<file path="src/hdl/tlvpp_pkg.sv">
package tlvpp_pkg;

    localparam int unsigned BODY_KEEP = 13;
    localparam int unsigned BODY_IDX_W = $clog2(BODY_KEEP);
    localparam logic [8:0] PACKET_BYTES = 9'd64;
    localparam int unsigned CFG_INDEX_W = 1;

    localparam logic [CFG_INDEX_W-1:0] REG_REQUEST_PERIOD = 1'd0;
    localparam logic [CFG_INDEX_W-1:0] REG_TIMEOUT = 1'd1;

    localparam logic [15:0] PERIOD_RESET = 16'd100;
    localparam logic [15:0] TIMEOUT_RESET = 16'd200;

    localparam logic [1:0] PH_TYPE = 2'd0;
    localparam logic [1:0] PH_LEN = 2'd1;
    localparam logic [1:0] PH_BODY = 2'd2;

    localparam logic [7:0] TY_STATUS = 8'h40;
    localparam logic [7:0] TY_POSITION = 8'h41;
    localparam logic [7:0] TY_DISTANCE = 8'h48;
    localparam logic [7:0] TY_ANCHOR = 8'h49;

    localparam logic [3:0] EV_NONE = 4'd0;
    localparam logic [3:0] EV_POS = 4'd1;
    localparam logic [3:0] EV_OK = 4'd2;
    localparam logic [3:0] EV_ERR = 4'd3;
    localparam logic [3:0] EV_CLOSED = 4'd4;
    localparam logic [3:0] EV_BIG = 4'd5;
    localparam logic [3:0] EV_UNHANDLED = 4'd6;
    localparam logic [3:0] EV_TIMEOUT = 4'd7;
    localparam logic [3:0] EV_SENT = 4'd8;

    typedef struct packed {
        logic                   we;
        logic [CFG_INDEX_W-1:0] index;
        logic [15:0]            data;
    } cfg_wr_t;

    typedef struct packed {
        logic       func;
        logic [7:0] rx_byte;
    } step_in_t;

    typedef struct packed {
        logic [3:0]         event_res;
        logic signed [15:0] pos_x;
        logic signed [15:0] pos_y;
        logic signed [15:0] pos_z;
        logic [7:0]         quality;
        logic               awaiting_reply;
    } step_res_t;

endpackage

</file>
<file path="src/hdl/tlvpp_if.sv">
interface tlvpp_in_if;
    logic       valid;
    logic       ready;
    logic       func;
    logic [7:0] rx_byte;

    modport source (output valid, output func, output rx_byte, input ready);
    modport sink (input valid, input func, input rx_byte, output ready);
endinterface

interface tlvpp_out_if;
    logic               valid;
    logic               ready;
    logic [3:0]         event_res;
    logic signed [15:0] pos_x;
    logic signed [15:0] pos_y;
    logic signed [15:0] pos_z;
    logic [7:0]         quality;
    logic               awaiting_reply;

    modport source (output valid, output event_res, output pos_x, output pos_y,
                    output pos_z, output quality, output awaiting_reply, input ready);
    modport sink (input valid, input event_res, input pos_x, input pos_y,
                  input pos_z, input quality, input awaiting_reply, output ready);
endinterface

interface tlvpp_cfg_if;
    logic                                valid;
    logic                                ready;
    logic [tlvpp_pkg::CFG_INDEX_W-1:0]   index;
    logic [15:0]                         data;

    modport source (output valid, output index, output data, input ready);
    modport sink (input valid, input index, input data, output ready);
endinterface

</file>
<file path="src/hdl/tlvpp_engine.sv">
module tlvpp_engine (
    input  logic                  clk,
    input  logic                  rst_n,
    input  tlvpp_pkg::cfg_wr_t    cfg_wr,
    input  logic                  step,
    input  tlvpp_pkg::step_in_t   step_in,
    output tlvpp_pkg::step_res_t  step_res
);

    logic [15:0] period_reg;
    logic [15:0] timeout_reg;
    logic [1:0]  phase_reg, phase_next;
    logic [8:0]  pos_reg, pos_next;
    logic [8:0]  len_reg, len_next;
    logic [7:0]  type_reg, type_next;
    logic        open_reg, open_next;
    logic [15:0] elapsed_reg, elapsed_next;
    logic [7:0]  body_reg [tlvpp_pkg::BODY_KEEP];
    logic [7:0]  body_next [tlvpp_pkg::BODY_KEEP];

    logic [15:0] elapsed_inc;
    logic [8:0]  body_idx;
    logic [8:0]  total;
    logic [8:0]  rec_len;
    logic        done;
    logic [3:0]  ev;

    always_comb
    begin
        phase_next   = phase_reg;
        pos_next     = pos_reg;
        len_next     = len_reg;
        type_next    = type_reg;
        open_next    = open_reg;
        elapsed_next = elapsed_reg;
        body_next    = body_reg;
        ev           = tlvpp_pkg::EV_NONE;
        done         = 1'b0;
        total        = {1'b0, step_in.rx_byte} + 9'd2;
        body_idx     = pos_reg - 9'd2;
        elapsed_inc  = (elapsed_reg != 16'hFFFF) ? elapsed_reg + 16'd1 : elapsed_reg;
        step_res     = '0;

        if (step_in.func)
        begin
            elapsed_next = elapsed_inc;
            if (!open_reg)
            begin
                if (period_reg == 16'd0 || elapsed_inc >= period_reg)
                begin
                    elapsed_next = 16'd0;
                    open_next    = 1'b1;
                    phase_next   = tlvpp_pkg::PH_TYPE;
                    pos_next     = 9'd0;
                    len_next     = 9'd0;
                    ev           = tlvpp_pkg::EV_SENT;
                end
            end
            else if (elapsed_inc > timeout_reg)
            begin
                open_next  = 1'b0;
                phase_next = tlvpp_pkg::PH_TYPE;
                pos_next   = 9'd0;
                len_next   = 9'd0;
                ev         = tlvpp_pkg::EV_TIMEOUT;
            end
        end
        else
        begin
            case (phase_reg)
                tlvpp_pkg::PH_TYPE:
                begin
                    type_next  = step_in.rx_byte;
                    pos_next   = 9'd1;
                    phase_next = tlvpp_pkg::PH_LEN;
                end
                tlvpp_pkg::PH_LEN:
                begin
                    if (total > tlvpp_pkg::PACKET_BYTES)
                    begin
                        open_next  = 1'b0;
                        phase_next = tlvpp_pkg::PH_TYPE;
                        pos_next   = 9'd0;
                        len_next   = 9'd0;
                        ev         = tlvpp_pkg::EV_BIG;
                    end
                    else
                    begin
                        len_next   = total;
                        pos_next   = 9'd2;
                        phase_next = tlvpp_pkg::PH_BODY;
                        done       = (total == 9'd2);
                    end
                end
                default:
                begin
                    if (pos_reg >= 9'd2 && body_idx < 9'(tlvpp_pkg::BODY_KEEP))
                        body_next[body_idx[tlvpp_pkg::BODY_IDX_W-1:0]] = step_in.rx_byte;
                    pos_next = pos_reg + 9'd1;
                    done     = (pos_next >= len_reg);
                end
            endcase
        end

        // complete record: act on type and kept body bytes
        if (done)
        begin
            rec_len    = len_next - 9'd2;
            phase_next = tlvpp_pkg::PH_TYPE;
            pos_next   = 9'd0;
            len_next   = 9'd0;
            if (type_next == tlvpp_pkg::TY_STATUS && rec_len >= 9'd1)
            begin
                if (body_next[0] != 8'd0)
                begin
                    open_next = 1'b0;
                    ev        = tlvpp_pkg::EV_ERR;
                end
                else
                    ev = tlvpp_pkg::EV_OK;
            end
            else if (type_next == tlvpp_pkg::TY_POSITION && rec_len >= 9'd13)
            begin
                ev               = tlvpp_pkg::EV_POS;
                step_res.pos_x   = {body_next[1], body_next[0]};
                step_res.pos_y   = {body_next[5], body_next[4]};
                step_res.pos_z   = {body_next[9], body_next[8]};
                step_res.quality = body_next[12];
            end
            else if ((type_next == tlvpp_pkg::TY_DISTANCE ||
                      type_next == tlvpp_pkg::TY_ANCHOR) && rec_len >= 9'd1)
            begin
                open_next = 1'b0;
                ev        = tlvpp_pkg::EV_CLOSED;
            end
            else
                ev = tlvpp_pkg::EV_UNHANDLED;
        end
        else
            rec_len = 9'd0;

        step_res.event_res      = ev;
        step_res.awaiting_reply = open_next;
    end

    always_ff @(posedge clk or negedge rst_n)
    begin
        if (!rst_n)
        begin
            period_reg  <= tlvpp_pkg::PERIOD_RESET;
            timeout_reg <= tlvpp_pkg::TIMEOUT_RESET;
        end
        else if (cfg_wr.we)
        begin
            case (cfg_wr.index)
                tlvpp_pkg::REG_REQUEST_PERIOD: period_reg <= cfg_wr.data;
                tlvpp_pkg::REG_TIMEOUT:        timeout_reg <= cfg_wr.data;
                default:                       period_reg <= period_reg;
            endcase
        end
    end

    always_ff @(posedge clk or negedge rst_n)
    begin
        if (!rst_n)
        begin
            phase_reg   <= tlvpp_pkg::PH_TYPE;
            pos_reg     <= 9'd0;
            len_reg     <= 9'd0;
            type_reg    <= 8'd0;
            open_reg    <= 1'b0;
            elapsed_reg <= 16'd0;
        end
        else if (step)
        begin
            phase_reg   <= phase_next;
            pos_reg     <= pos_next;
            len_reg     <= len_next;
            type_reg    <= type_next;
            open_reg    <= open_next;
            elapsed_reg <= elapsed_next;
        end
    end

    // body bytes are only read after the current record wrote them
    always_ff @(posedge clk)
    begin
        if (step)
            body_reg <= body_next;
    end

endmodule

</file>
<file path="src/hdl/tlv_position_poller_core.sv">
// Position poller with a type/length/value reply parser.
// Channels: rx takes one word per step, either a received byte (func = 0)
// or a one millisecond tick (func = 1). res returns exactly one word per
// rx word, in order: the event code, position fields on a position record
// (zero otherwise) and whether a request is open after the step. cfg
// writes request_period_ms (index 0) and timeout_ms (index 1); it is
// always ready, and the user must write it only while no word is in
// flight, as the block does not enforce this. Order: a word accepted
// is held in the input register, processed and loaded into the result
// register, which raises res.valid; a stalled result register holds it off.
// Throughput: one word per cycle while the result register is not stalled,
// set by the single pass from the input register through the parser and poll logic into the result register.
// Stall: while res.ready is low the result register holds its word; the
// input register still takes one more word, then rx.ready drops.
// Reset: both registers empty, parser waits for a type byte, no request
// open, elapsed counter zero, period 100 ms, timeout 200 ms.
module tlv_position_poller_core (
    input logic              clk,
    input logic              rst_n,
    tlvpp_in_if.sink         rx,
    tlvpp_out_if.source      res,
    tlvpp_cfg_if.sink        cfg
);

    logic                  in_valid_reg;
    tlvpp_pkg::step_in_t   in_word_reg;
    logic                  out_valid_reg;
    tlvpp_pkg::step_res_t  out_word_reg;
    tlvpp_pkg::step_res_t  step_res;
    tlvpp_pkg::cfg_wr_t    cfg_wr;
    logic                  advance;
    logic                  step;

    assign advance  = !out_valid_reg || res.ready;
    assign step     = in_valid_reg && advance;
    assign rx.ready = !in_valid_reg || advance;

    assign cfg.ready    = 1'b1;
    assign cfg_wr.we    = cfg.valid;
    assign cfg_wr.index = cfg.index;
    assign cfg_wr.data  = cfg.data;

    tlvpp_engine u_engine (
        .clk      (clk),
        .rst_n    (rst_n),
        .cfg_wr   (cfg_wr),
        .step     (step),
        .step_in  (in_word_reg),
        .step_res (step_res)
    );

    always_ff @(posedge clk or negedge rst_n)
    begin
        if (!rst_n)
        begin
            in_valid_reg  <= 1'b0;
            out_valid_reg <= 1'b0;
        end
        else
        begin
            if (rx.ready)
                in_valid_reg <= rx.valid;
            if (advance)
                out_valid_reg <= in_valid_reg;
        end
    end

    always_ff @(posedge clk)
    begin
        if (rx.valid && rx.ready)
        begin
            in_word_reg.func    <= rx.func;
            in_word_reg.rx_byte <= rx.rx_byte;
        end
        if (step)
            out_word_reg <= step_res;
    end

    assign res.valid          = out_valid_reg;
    assign res.event_res      = out_word_reg.event_res;
    assign res.pos_x          = out_word_reg.pos_x;
    assign res.pos_y          = out_word_reg.pos_y;
    assign res.pos_z          = out_word_reg.pos_z;
    assign res.quality        = out_word_reg.quality;
    assign res.awaiting_reply = out_word_reg.awaiting_reply;

endmodule

</file>
<file path="src/flat_wrapper.sv">
// flat-port wrapper written by rule: the top's interface ports become plain ports
module tlv_position_poller_core_flat 
  (clk, rst_n, rx_valid, rx_func, rx_rx_byte, rx_ready, res_valid, res_event_res, res_pos_x, res_pos_y, res_pos_z, res_quality, res_awaiting_reply, res_ready, cfg_valid, cfg_index, cfg_data, cfg_ready);
  tlvpp_in_if rx_i ();
  tlvpp_out_if res_i ();
  tlvpp_cfg_if cfg_i ();
  input logic clk;
  input logic rst_n;
  input wire logic [$bits(rx_i.valid)-1:0] rx_valid;
  input wire logic [$bits(rx_i.func)-1:0] rx_func;
  input wire logic [$bits(rx_i.rx_byte)-1:0] rx_rx_byte;
  output wire logic [$bits(rx_i.ready)-1:0] rx_ready;
  output wire logic [$bits(res_i.valid)-1:0] res_valid;
  output wire logic [$bits(res_i.event_res)-1:0] res_event_res;
  output wire logic [$bits(res_i.pos_x)-1:0] res_pos_x;
  output wire logic [$bits(res_i.pos_y)-1:0] res_pos_y;
  output wire logic [$bits(res_i.pos_z)-1:0] res_pos_z;
  output wire logic [$bits(res_i.quality)-1:0] res_quality;
  output wire logic [$bits(res_i.awaiting_reply)-1:0] res_awaiting_reply;
  input wire logic [$bits(res_i.ready)-1:0] res_ready;
  input wire logic [$bits(cfg_i.valid)-1:0] cfg_valid;
  input wire logic [$bits(cfg_i.index)-1:0] cfg_index;
  input wire logic [$bits(cfg_i.data)-1:0] cfg_data;
  output wire logic [$bits(cfg_i.ready)-1:0] cfg_ready;
  assign rx_i.valid = rx_valid;
  assign rx_i.func = rx_func;
  assign rx_i.rx_byte = rx_rx_byte;
  assign rx_ready = rx_i.ready;
  assign res_valid = res_i.valid;
  assign res_event_res = res_i.event_res;
  assign res_pos_x = res_i.pos_x;
  assign res_pos_y = res_i.pos_y;
  assign res_pos_z = res_i.pos_z;
  assign res_quality = res_i.quality;
  assign res_awaiting_reply = res_i.awaiting_reply;
  assign res_i.ready = res_ready;
  assign cfg_i.valid = cfg_valid;
  assign cfg_i.index = cfg_index;
  assign cfg_i.data = cfg_data;
  assign cfg_ready = cfg_i.ready;
  tlv_position_poller_core u_core (.clk(clk), .rst_n(rst_n), .rx(rx_i), .res(res_i), .cfg(cfg_i));
endmodule
</file>
<file path="config.mk">
export PLATFORM = sky130hd
export DESIGN_NAME = tlv_position_poller_core_flat
export DESIGN_NICKNAME = d
export VERILOG_FILES = /design/src/hdl/tlvpp_pkg.sv /design/src/hdl/tlvpp_if.sv /design/src/hdl/tlvpp_engine.sv /design/src/hdl/tlv_position_poller_core.sv /design/src/flat_wrapper.sv
export SDC_FILE = /design/constraint.sdc
export NUM_CORES = 1
export LEC_CHECK = 0
export ABC_AREA = 0
export BUFFER_PORTS_ARGS = -buffer_cell sky130_fd_sc_hd__buf_2
export CORE_MARGIN = 1
export CORE_UTILIZATION = 50
export DETAILED_ROUTE_END_ITERATION = 8
export PLACE_DENSITY = 0.75
export SLEW_MARGIN = 40
export SYNTH_ARGS = -nofsm -noshare
export SYNTH_HDL_FRONTEND = slang
export SYNTH_SLANG_ARGS = --single-unit
</file>
<file path="constraint.sdc">
create_clock -name clk -period 7.3 [get_ports clk]
set_clock_uncertainty 0.2 [all_clocks]
set_input_delay 1.46 -clock clk [delete_from_list [all_inputs] [get_ports clk]]
set_output_delay 1.46 -clock clk [all_outputs]
set_load 0.01 [all_outputs]
</file>
; ---- Word-level counts from Yosys, hierarchy flattened
; Index checks and enable logic that the tools add are counted.
[classes]
reduce_logical = 25
eq_ne = 9
n_lt_le_gt_ge = 10
n_shift = 0
add_sub_neg = 5
mux = 57
div = 0
bitwise_logic = 6
n_mul = 0
[op_table]
columns = cell, n
row1 = 104-bit 2-to-1 mux, 3
row2 = 9-bit 2-to-1 mux, 12
row3 = 104-bit bitwise mux, 1
row4 = 16-bit 2-to-1 mux, 3
row5 = 8-bit demux with 4-bit select, 1
row6 = "8-bit by 7-bit equality test with 1-bit output, second input constant", 4
row7 = 8-bit 2-to-1 mux, 3
row8 = 4-bit 2-to-1 mux, 5
row9 = 9-bit case mux with 2 select lines, 1
row10 = "9-bit by 2-bit subtractor with 9-bit output, second input constant", 2
row11 = "16-bit by 1-bit adder with 16-bit output, second input constant", 1
row12 = 16-bit >= comparator, 1
row13 = 16-bit > comparator, 1
row14 = 16-bit zero test, 1
row15 = 2-bit 2-to-1 mux, 8
row16 = "16-bit inequality test, second input constant", 1
row17 = 1-bit 2-to-1 mux, 14
row18 = 3-bit 2-to-1 mux, 4
row19 = "8-bit by 2-bit adder with 9-bit output, second input constant", 1
row20 = "9-bit by 1-bit adder with 9-bit output, second input constant", 1
row21 = "9-bit by 2-bit equality test with 1-bit output, second input constant", 1
row22 = "9-bit by 1-bit >= comparator with 1-bit output, second input constant", 1
row23 = "9-bit by 2-bit >= comparator with 1-bit output, second input constant", 1
row24 = "9-bit by 4-bit >= comparator with 1-bit output, second input constant", 1
row25 = other kinds (22), 40
[word_totals]
word_cells = 143
mem_count = 0
mem_bits_rw = 0
latchBits = 0
in_bits = 31
rom_bits = 0
out_inout_bits = 64
reg_bits = 253

; ---- Logic depth before layout (Yosys ltp)
; Gate-level depths: netlist of the first run.
[logic_depth]
ltp_word = 14
mapped_depth = 27
mapped_depth_nobuf = 23

; ---- By module
; From an unflattened synthesis of the first run, not the netlist that was laid out.
[unflattened]
hier_cells = 909
hier_area_um2 = 10730.3
[by_module_without_submodules]
columns = module, instances, cells_per_inst, area_per_inst_um2, seq_area_each_um2
row1 = tlvpp_engine, 1, 829, 8513.2, 3616.0
row2 = tlv_position_poller_core, 1, 80, 2217.1, 2152.1

; ---- Worst setup path after synthesis of the first run
; Ideal clock, no wire load.
[synth_timing]
path_kind = reg2reg
from = register u_core.u_engine.elapsed_reg[3]
to = register u_core.out_word_reg (netlist bit u_core.res.pos_y[8]) (data pin)
arrival_ps = 5424
setup_time_ps = 135
path_stages_with_launch = 28
n_path_buf = 4
slack_ps = 1541
cell_sequence = dfrtp_1 and3_1 nand4_1 nor2_1 nand3_1 or2_2 clkbuf_1 and2_1 clkbuf_1 nand3_1 xnor2_1 ha_1 a21oi_1 o21ai_0 a211o_1 o41a_1 o21bai_1 a22oi_1 ha_1 and2_1 or3b_2 o211ai_1 a211oi_1 o21ai_1 a31o_4 buf_12 buf_12 nor2b_2
[synth_between]
elab_chain_cells = 12
[synth_lines]
columns = element, line_no
row1 = "start, declared", tlvpp_engine.sv:17  ; logic [15:0] elapsed_reg, elapsed_next;
row2 = "start signal, assigned", tlvpp_engine.sv:181  ; elapsed_reg <= elapsed_next;
row3 = 16-bit by 1-bit adder with 16-bit output or 16-bit inequality test (tied branches), tlvpp_engine.sv:41  ; elapsed_inc = (elapsed_reg != 16'hFFFF) ? elapsed_reg + 16'd1 : elapsed_reg;
row4 = 16-bit 2-to-1 mux *, tlvpp_engine.sv:41
row5 = 16-bit >= comparator, tlvpp_engine.sv:49  ; if (period_reg == 16'd0 || elapsed_inc >= period_reg)
row6 = 1-bit logical OR, tlvpp_engine.sv:49
row7 = 9-bit 2-to-1 mux, tlvpp_engine.sv:49
row8 = 9-bit 2-to-1 mux *, tlvpp_engine.sv:47  ; if (!open_reg)
row9 = 9-bit 2-to-1 mux *, tlvpp_engine.sv:44  ; if (step_in.func)
row10 = 9-bit by 2-bit subtractor with 9-bit output *, tlvpp_engine.sv:108  ; rec_len = len_next - 9'd2;
row11 = 9-bit by 4-bit >= comparator with 1-bit output, tlvpp_engine.sv:122  ; else if (type_next == tlvpp_pkg::TY_POSITION && rec_len >= 9'd13)
row12 = 1-bit logical AND, tlvpp_engine.sv:122
row13 = 1-bit inverter (no line), n/a
row14 = 3-bit OR reduction (no line) *, n/a
row15 = "end signal, assigned", tlv_position_poller_core.sv:76  ; out_word_reg <= step_res;
row16 = "end, declared", tlv_position_poller_core.sv:28  ; tlvpp_pkg::step_res_t out_word_reg;
; Mark *: on every way between the ends. The rest lies on a longest branch, timed or not.
; A chain may end at the register's enable or synchronous reset.

; ---- Worst setup path after layout of the first run
[layout_timing]
from = register u_core.u_engine.elapsed_reg[0]
to = register u_core.out_word_reg (netlist bit u_core.res.pos_x[2]) (data pin)
; Same word-level chain as after synthesis.

==> flow_metrics.env, run 1 <==
export IMPL_report_final_slew_viol_count=0
export IMPL_drc_errors=0
export IMPL_ys_warn_count=0
export IMPL_cts_root_buf="clkbuf_16"
export IMPL_syn2layout_area_growth_pct=13.0
export IMPL_cp_max_fo=15
export IMPL_fillers=1690
export IMPL_hp_class="reg2reg"
export IMPL_p_leak_nw=4.91
export IMPL_dp_cells=1224
export IMPL_place_gp_congestion=0.927
export IMPL_dieArea_um2=22100
export IMPL_rr_startpoint="u_core.u_engine.elapsed_reg[0]"
export IMPL_cp_required_ns=7.33
export IMPL_first_pass_iters=5
export IMPL_yosys_cell_types_count=78
export IMPL_start_util=0.511
export IMPL_grt_total_usage=0.215
export IMPL_r2r_cells=22
export IMPL_instances_no_fill=1265
export IMPL_core_um2=21000
export IMPL_ys_ff_latch=205
export IMPL_slew_headroom=0.432
export IMPL_final_cell_mix="edfxtp_1 (126), buf_2 (92), mux2_2 (74)"
export IMPL_vdd_drop_max_mv=0.157
export IMPL_r2r_setup_slack_ns=0.66
export IMPL_num_antenna_cells=0
export IMPL_drt_vias_per_instance=5.66
export IMPL_place_area_um2=11400
export IMPL_post_route_util=0.578
export IMPL_vias=7157
export IMPL_io_pins=95
export IMPL_fin_crit_ns=6.64
export IMPL_ys_seq_area_frac=0.537
export IMPL_routedWlPerCell_um=18.5
export IMPL_tns_ns=0
export IMPL_hp_start="u_core.u_engine.type_reg[1]"
export IMPL_die_y_um=149
export IMPL_final_cell_area_um2=12100
export IMPL_die_w_um=149
export IMPL_r2r_end="u_core.res.pos_x[2]"
export IMPL_synthCells=885
export IMPL_rsz0062_at_grt="no"
export IMPL_io_buffers=93
export IMPL_fin_crit_sh=0.910
export IMPL_h_tree_depth=1
export IMPL_maxCapViolations=0
export IMPL_overflow=0
export IMPL_hold_end="u_core.u_engine.type_reg[1]"
export IMPL_clkSlewWorstSetupHoldPaths_ns=0.06
export IMPL_p_per_area_nw_per_um2=250
export IMPL_grt_pass1_vias=6854
export IMPL_synth_edf_count=126
export IMPL_clock_fmax_ghz=0.151
export IMPL_cts_made_buffers=22
export IMPL_clkLatencyLatePin_ns=0.50
export IMPL_rows=53
export IMPL_grt_max_degree=81
export IMPL_antenna_found_initial=0
export IMPL_syn_area_um2=10700
export IMPL_clkSinkCount=205
export IMPL_cts_tree="done"
export IMPL_avgSynthCellArea_um2=12.1
export IMPL_total_power_mw=3.04
export IMPL_dpl_worst_slack_ns=0.563
export IMPL_ant_nets=0
export IMPL_setup_viol=0
export IMPL_hold_depth=2
export IMPL_worst_pin_slew_ns=0.849
export IMPL_largest_reg_flops=56
export IMPL_hpwlAfterDp_um=16100
export IMPL_async_flop_share=0.385
export IMPL_finalHoldViolCount=0
export IMPL_final_common_cell="edfxtp_1"
export IMPL_grt_pass1_wl_um=37100
export IMPL_layout_setup_ws_ns=0.656
export IMPL_drive_above_1_share=0.276
export IMPL_timing_hold_ws_ns=0.284
export IMPL_clockBufferDepth=3
export IMPL_post_cts_buffers=0
export IMPL_layout_nets=1058
export IMPL_start_kind="flip-flop"
export IMPL_syn_nets=969
export IMPL_status="completed"
export IMPL_worstPathArrival_ns=6.67
export IMPL_timing_worst_setup_path_type="reg2reg"
export IMPL_cp_end_kind="flip-flop"
export IMPL_synth_flop_cell="edfxtp_1"
export IMPL_drt_iter0_markers=512
export IMPL_drt_wl_total_um=23500
==> cell families (layout without fill, tap and decap cells) <==
kind of cell,Yosys count,in the layout,synth area share
AND/OR/NAND/NOR,271,271,0.156
flip-flops,205,205,0.537
AO/OA/AOI/OAI,154,155,0.0994
buffers and inverters,94,198,0.0410
multiplexers,79,79,0.0822
adder cells (fa/ha/maj),53,53,0.0617
XOR/XNOR,28,28,0.0228
other,1,1,0.000349
==> worst max-delay path: stages (launching register included) <==
cell and delay (ns):
dfrtp_1 0.42, ha_1 0.25, nand4_1 0.19, nor2_1 0.30
nand3_1 0.19, or2_2 0.40, and2_1 0.23, nand3_1 0.15
xnor2_1 0.11, ha_1 0.31, nand4_1 0.13, a2111oi_1 0.49
o41a_1 0.31, o21bai_1 0.19, a22oi_1 0.41, ha_1 0.29
and2_1 0.16, or3b_2 0.44, o211ai_1 0.14, a211oi_1 0.08
o21ai_1 0.25, a31o_2 0.61, nor2b_1 0.10
==> metal layers <==
layer / wire (um) / vias to the layer above / global-route usage
met1: 11100 / 3526 / 0.321
met3: 1190 / 37 / 0.0301
met4: 444 / 0 / 0.0521
met2: 10700 / 188 / 0.329
met5: 0 / - / 0
li1: - / 3406 / -
==> power by group <==
group	internal, mW	total, mW	switching (mW)
registers	1.35	1.43	0.0857
clock network	0.647	1.10	0.454
logic	0.211	0.504	0.293
total	2.20	3.04	0.833
==> final cells by class <==
type,instances,area (um2),share of cell area
flip-flops and latches,205,5770,0.475
multi-input cells,587,4560,0.375
clock buffers,26,587,0.0483
repair buffers,101,548,0.0451
well taps,275,344,0.0283
inverters,57,216,0.0178
clock inverters,14,125,0.0103
==> worst max-delay path by stage <==
stage                                   start                    end  slack [ns]  depth (start not counted)
3_3_place_gp   u_core.u_engine.elapsed_reg[3]   u_core.res.pos_y[15]        0.71                         24
3_5_place_dp   u_core.u_engine.elapsed_reg[0]  u_core.res.quality[6]        0.56                         23
4_1_cts        u_core.u_engine.elapsed_reg[0]   u_core.res.pos_y[15]        0.50                         23
2_1_floorplan  u_core.u_engine.elapsed_reg[3]    u_core.res.pos_y[8]        1.54                         27
6_report       u_core.u_engine.elapsed_reg[0]    u_core.res.pos_x[2]        0.66                         22
5_1_grt        u_core.u_engine.elapsed_reg[0]   u_core.res.pos_y[15]        0.10                         22
==> synth_stat cells, types with 10 or more instances <==
cell      number  share of area
edfxtp_1     126           0.35
mux2_2        74          0.078
dfrtp_1       73           0.17
nand2_1       67          0.023
inv_1         55          0.019
ha_1          53          0.062
o21ai_0       43          0.020
nor2_1        41          0.014
clkbuf_1      27         0.0094
nor2b_4       27          0.035
a21oi_1       25          0.012
nand3_1       23          0.011
nor2b_1       21          0.012
xor2_1        16          0.013
nand4_1       14         0.0081
a22o_1        13          0.011
nor3_1        12         0.0056
o31ai_1       12         0.0084
xnor2_1       12         0.0098
nor2b_2       10         0.0081
==> timing repair <==
item | 4_1_cts | 5_1_grt
endpoints found under the hold margin | 0 | 0
endpoints found under the setup margin | 0 | 28
gates resized for setup | 0 | 1
hold buffers | 0 | 0
Note: power is estimated with default switching activity, not from simulation.
==> run 2, diff against run 1 <==
Settings changed: CTS_CLUSTER_SIZE set to 28, PLACE_DENSITY 0.75 to 0.66.
==> run 2 against run 1 <==
Net effect: core utilization is 0.077 points lower; critical path type unchanged; critical path depth stayed put; sequential share of layout area is 0.063 points higher; largest cell class unchanged; flip-flop and latch count stayed put; die area stayed put; first-iteration DRC count is 11% lower; non-clock buffer count stayed put; largest power group unchanged; clock-buffer cell count stayed put; wire length is 0.29% higher; register-to-register slack worse by 0.05 ns; via count is 0.11% lower.
==> flow_metrics.env, run 2 (same netlist as run 1, synthesis figures left out) <==
export IMPL_status="completed"
export IMPL_timing_worst_setup_path_type="reg2reg"
export IMPL_core_um2=21000
export IMPL_maxCapViolations=0
export IMPL_p_per_area_nw_per_um2=251
export IMPL_vdd_drop_max_mv=0.155
export IMPL_fin_crit_sh=0.917
export IMPL_layout_setup_ws_ns=0.604
export IMPL_post_cts_buffers=0
export IMPL_layout_nets=1058
export IMPL_clockBufferDepth=3
export IMPL_r2r_setup_slack_ns=0.60
export IMPL_fin_crit_ns=6.70
export IMPL_die_y_um=149
export IMPL_clkSlewWorstSetupHoldPaths_ns=0.06
export IMPL_grt_max_degree=85
export IMPL_worst_pin_slew_ns=0.867
export IMPL_worstPathArrival_ns=6.74
export IMPL_overflow=0
export IMPL_grt_pass1_vias=6800
export IMPL_final_cell_mix="edfxtp_1 (126), buf_2 (92), mux2_2 (74)"
export IMPL_tns_ns=0
export IMPL_cts_made_buffers=23
export IMPL_drt_vias_per_instance=5.66
export IMPL_largest_reg_flops=56
export IMPL_first_pass_iters=4
export IMPL_routedWlPerCell_um=18.6
export IMPL_ant_nets=0
export IMPL_drive_above_1_share=0.272
export IMPL_report_final_slew_viol_count=0
export IMPL_cts_tree="done"
export IMPL_multi_input_area_um2=4540
export IMPL_final_common_cell="edfxtp_1"
export IMPL_drt_wl_total_um=23500
export IMPL_drt_iter0_markers=458
export IMPL_cp_max_fo=33
export IMPL_clkSinkCount=205
export IMPL_die_w_um=149
export IMPL_cts_root_buf="clkbuf_16"
export IMPL_fillers=1739
export IMPL_io_buffers=93
export IMPL_grt_pass1_wl_um=37500
export IMPL_rsz0062_at_grt="no"
export IMPL_clkLatencyLatePin_ns=0.50
export IMPL_hpwlAfterDp_um=16300
export IMPL_syn2layout_area_growth_pct=12.9
export IMPL_setup_viol=0
export IMPL_place_gp_congestion=0.922
export IMPL_hp_class="reg2reg"
export IMPL_grt_total_usage=0.218
export IMPL_finalHoldViolCount=0
export IMPL_num_antenna_cells=0
export IMPL_dpl_worst_slack_ns=0.594
export IMPL_slew_headroom=0.420
export IMPL_io_pins=95
export IMPL_p_leak_nw=4.90
export IMPL_rows=53
export IMPL_cts_hold_buffers=0
export IMPL_h_tree_depth=1
export IMPL_final_seq_area_um2=5770
export IMPL_cp_required_ns=7.35
export IMPL_drc_errors=0
export IMPL_clock_fmax_ghz=0.149
export IMPL_start_util=0.511
export IMPL_start_kind="flip-flop"
export IMPL_cp_end_kind="flip-flop"
export IMPL_dieArea_um2=22100
export IMPL_vias=7149
export IMPL_antenna_found_initial=0
[run 2: cell count changes in the layout (fill, tap and decap cells not counted), sizes merged]
cell / change
buf: -1
clkbuf: +1
clkinv: +2
clkinvlp: -1
a31o: -1
inv: -1
[run 2: stage by stage]
step / instances / hold WS (ns) / power (mW) / instance area (um2) / utilization
after floorplan: 885 / 0.242 / 1.79 / 10700 / -
after global placement: 1224 / 0.258 / 1.94 / 11400 / 0.543
after detailed placement: 1224 / 0.267 / 1.96 / 11400 / 0.543
after CTS: 1264 / 0.281 / 3.06 / 12100 / 0.577
after global routing: 1264 / 0.308 / 3.18 / 12100 / 0.577
final: 1264 / 0.276 / 3.04 / 12100 / 0.577
[run 2: worst paths after layout]
check,from,to,cells after the start
min in group asynchronous,rst_n,u_core.u_engine.elapsed_reg[9],1
worst max-delay path,u_core.u_engine.elapsed_reg[0],u_core.res.pos_z[12],22
worst min register to register,u_core.u_engine.type_reg[1],u_core.u_engine.type_reg[1],2
worst min-delay path,u_core.u_engine.type_reg[1],u_core.u_engine.type_reg[1],2
max in group asynchronous,rst_n,u_core.u_engine.type_reg[6],1
worst max register to register,u_core.u_engine.elapsed_reg[0],u_core.res.pos_z[12],22
[run 2: what timing repair did]
| action | CTS | global route |
|---|---|---|
| setup endpoints to repair | 0 | 25 |
| gates resized for setup | 0 | 1 |
| endpoints found under the hold margin | 0 | 0 |
[run 2: final cells by class]
type | instances | area share
Inverter | 57 | 0.0178
Tap cell | 275 | 0.0284
Timing Repair Buffer | 101 | 0.0454
Multi-Input combinational cell | 586 | 0.374
Sequential cell | 205 | 0.476
Clock buffer | 26 | 0.0484
Clock inverter | 14 | 0.00990
[run 2: worst max-delay path, stage by stage (launching register included)]
cell and delay [ns]:
dfrtp_1 0.42, ha_1 0.26, nand4_1 0.21, nor2_1 0.30
nand3_1 0.19, or2_2 0.39, and2_1 0.22, xor2_1 0.19
ha_1 0.34, a21oi_1 0.07, a2111oi_1 0.55, o41a_1 0.28
o21bai_1 0.17, a22oi_1 0.41, ha_1 0.28, and2_1 0.16
or3b_2 0.44, o211ai_1 0.13, a211oi_1 0.08, o21ai_1 0.15
a31o_4 0.53, buf_4 0.37, nor2b_2 0.06
[run 2: power breakdown]
part	internal [mW]	total, mW	switching [mW]
clock	0.645	1.10	0.451
combinational	0.213	0.509	0.296
sequential	1.35	1.43	0.0856
[run 2: layer usage]
metal | up-vias | GRT usage | routed length [um]
met2 | 184 | 0.325 | 10400
li1 | 3403 | - | -
met5 | - | 0 | 0
met1 | 3537 | 0.334 | 11500
met4 | 0 | 0.0474 | 312
met3 | 25 | 0.0319 | 1230
==> run 3, diff against run 2 <==
Settings changed: CELL_PAD_IN_SITES_DETAIL_PLACEMENT set to 0, CELL_PAD_IN_SITES_GLOBAL_PLACEMENT set to 1, CORE_UTILIZATION 50 to 49, GPL_TIMING_DRIVEN set to 0, PLACE_DENSITY 0.66 to 0.77, SKIP_CTS_REPAIR_TIMING set to 1.
==> run 3 against run 2 <==
Net effect: flip-flop and latch count stayed put; fmax is 1.8% lower; critical path type unchanged; register-to-register slack worse by 0.12 ns; via count is 0.11% higher; die area is 2.0% higher; non-clock buffer count is 31 higher; critical path depth is 1 higher; critical endpoint is now u_core.res.event_res[1]; first-iteration DRC count is 2.0% higher; combinational power is 5.9% higher; clock power hardly changed.
==> flow_metrics.env, run 3 (same netlist as run 1, synthesis figures left out) <==
export IMPL_status="completed"
export IMPL_cts_made_buffers=23
export IMPL_start_util=0.505
export IMPL_cts_tree="done"
export IMPL_overflow=0
export IMPL_vias=7157
export IMPL_crit_path_cell_trace="ha_1 > nand4_1 > nor2_1 > nand3_1 > or2_2 > clkbuf_1 > and2_1 > clkbuf_1 > xor2_1 > ha_1 > o211ai_1 > a2111oi_1 > o41a_1 > o21bai_2 > a22oi_1 > ha_1 > and2_1 > or3b_2 > o211ai_1 > nand3_1 > a311oi_2 > nor3_1 > o21ai_0"
export IMPL_p_per_area_nw_per_um2=249
export IMPL_setup_viol=0
export IMPL_clkLatencyLatePin_ns=0.51
export IMPL_p_leak_nw=4.98
export IMPL_place_area_um2=11600
export IMPL_worstPathBufferInverterCount=2
export IMPL_cp_end_kind="flip-flop"
export IMPL_cp_common_cell="ha_1"
export IMPL_rows=53
export IMPL_drt_wl_total_um=24200
export IMPL_rr_startpoint="u_core.u_engine.elapsed_reg[0]"
export IMPL_dpl_worst_slack_ns=0.419
export IMPL_hp_start="u_core.in_valid_reg"
export IMPL_instances_no_fill=1297
export IMPL_grt_pass1_vias=6822
export IMPL_place_gp_congestion=0.839
export IMPL_critical_path_top_delay_family="compound AO/OA/AOI/OAI gates"
export IMPL_rsz0062_at_grt="no"
export IMPL_maxCapViolations=0
export IMPL_h_tree_depth=1
export IMPL_post_route_util=0.581
export IMPL_antenna_found_initial=2
export IMPL_grt_pass1_wl_um=38600
export IMPL_grt_total_usage=0.224
export IMPL_grt_max_degree=75
export IMPL_hp_class="reg2reg"
export IMPL_first_pass_iters=5
export IMPL_cp_max_fo=8
export IMPL_final_cell_mix="edfxtp_1 (126), buf_2 (95), mux2_2 (74)"
export IMPL_drt_vias_per_instance=5.52
export IMPL_die_y_um=150
export IMPL_clkSinkCount=205
export IMPL_final_cell_area_um2=12400
export IMPL_timing_worst_setup_path_type="reg2reg"
export IMPL_slew_headroom=0.507
export IMPL_routedWlPerCell_um=18.6
export IMPL_dp_cells=1255
export IMPL_hpwlAfterDp_um=16900
export IMPL_syn2layout_area_growth_pct=15.0
export IMPL_timing_hold_ws_ns=0.296
export IMPL_tns_ns=0
export IMPL_num_antenna_cells=0
export IMPL_max_stage_delay_ns=0.57
export IMPL_drc_errors=0
export IMPL_io_buffers=93
export IMPL_slowest_stage="a2111oi_1"
export IMPL_final_common_cell="edfxtp_1"
export IMPL_fillers=1796
export IMPL_largest_reg_flops=56
export IMPL_layout_setup_ws_ns=0.482
export IMPL_die_w_um=150
export IMPL_fin_crit_ns=6.82
export IMPL_clock_fmax_ghz=0.147
export IMPL_cp_required_ns=7.39
export IMPL_total_power_mw=3.08
export IMPL_dieArea_um2=22500
export IMPL_ant_nets=0
export IMPL_drt_iter0_markers=467
export IMPL_io_pins=95
export IMPL_layout_nets=1089
export IMPL_start_kind="flip-flop"
export IMPL_cts_root_buf="clkbuf_16"
export IMPL_finalHoldViolCount=0
export IMPL_core_um2=21300
export IMPL_vdd_drop_max_mv=0.156
export IMPL_clockBufferDepth=3
export IMPL_clkSlewWorstSetupHoldPaths_ns=0.06
export IMPL_report_final_slew_viol_count=0
export IMPL_worstPathArrival_ns=6.91
export IMPL_drive_above_1_share=0.272
export IMPL_fin_crit_sh=0.934
export IMPL_worstSetupStartpoint="u_core.u_engine.elapsed_reg[0]"
export IMPL_worst_pin_slew_ns=0.739
## run 3: cell count changes in the layout (fill, tap and decap cells not counted), moves of 3 or more
cell | before | now
buf_4 | 6 | 1
buf_12 | 1 | 4
clkbuf_1 | 3 | 31
buf_2 | 92 | 95
## run 3: layout make-up
type                            instances  area [um2]  share of cell area
Clock inverter                         15         128              0.0103
Clock buffer                           27         591              0.0478
Inverter                               57         221              0.0179
Sequential cell                       205        5770               0.467
Buffer                                 37         226              0.0183
Multi-Input combinational cell        586        4550               0.368
Timing Repair Buffer                   95         527              0.0426
Tap cell                              275         344              0.0278
## run 3: power by group
| group | switching [mW] | internal, mW |
|---|---|---|
| clock network | 0.470 | 0.649 |
| logic | 0.322 | 0.216 |
| registers | 0.0728 | 1.35 |
| total | 0.866 | 2.21 |
## run 3: path summary, 6_finish.rpt
| path | end | slack (ns) | depth (start not counted) |
|---|---|---|---|
| min reg2reg | u_core.res.valid | 0.30 | 1 |
| max in group asynchronous | u_core.u_engine.timeout_reg[3] | 5.63 | 2 |
| min | u_core.res.valid | 0.30 | 1 |
| max reg2reg | u_core.res.event_res[1] | 0.48 | 23 |
| min in group asynchronous | u_core.u_engine.elapsed_reg[7] | 0.65 | 1 |
| max | u_core.res.event_res[1] | 0.48 | 23 |
## run 3: routing by layer
metal  share of wire  up-vias  GRT usage
li1                -     3466          -
met1            0.51     3511      0.357
met2            0.42      149      0.318
met3           0.052       29     0.0324
met4           0.014        2     0.0485
met5         0.00054        -          0
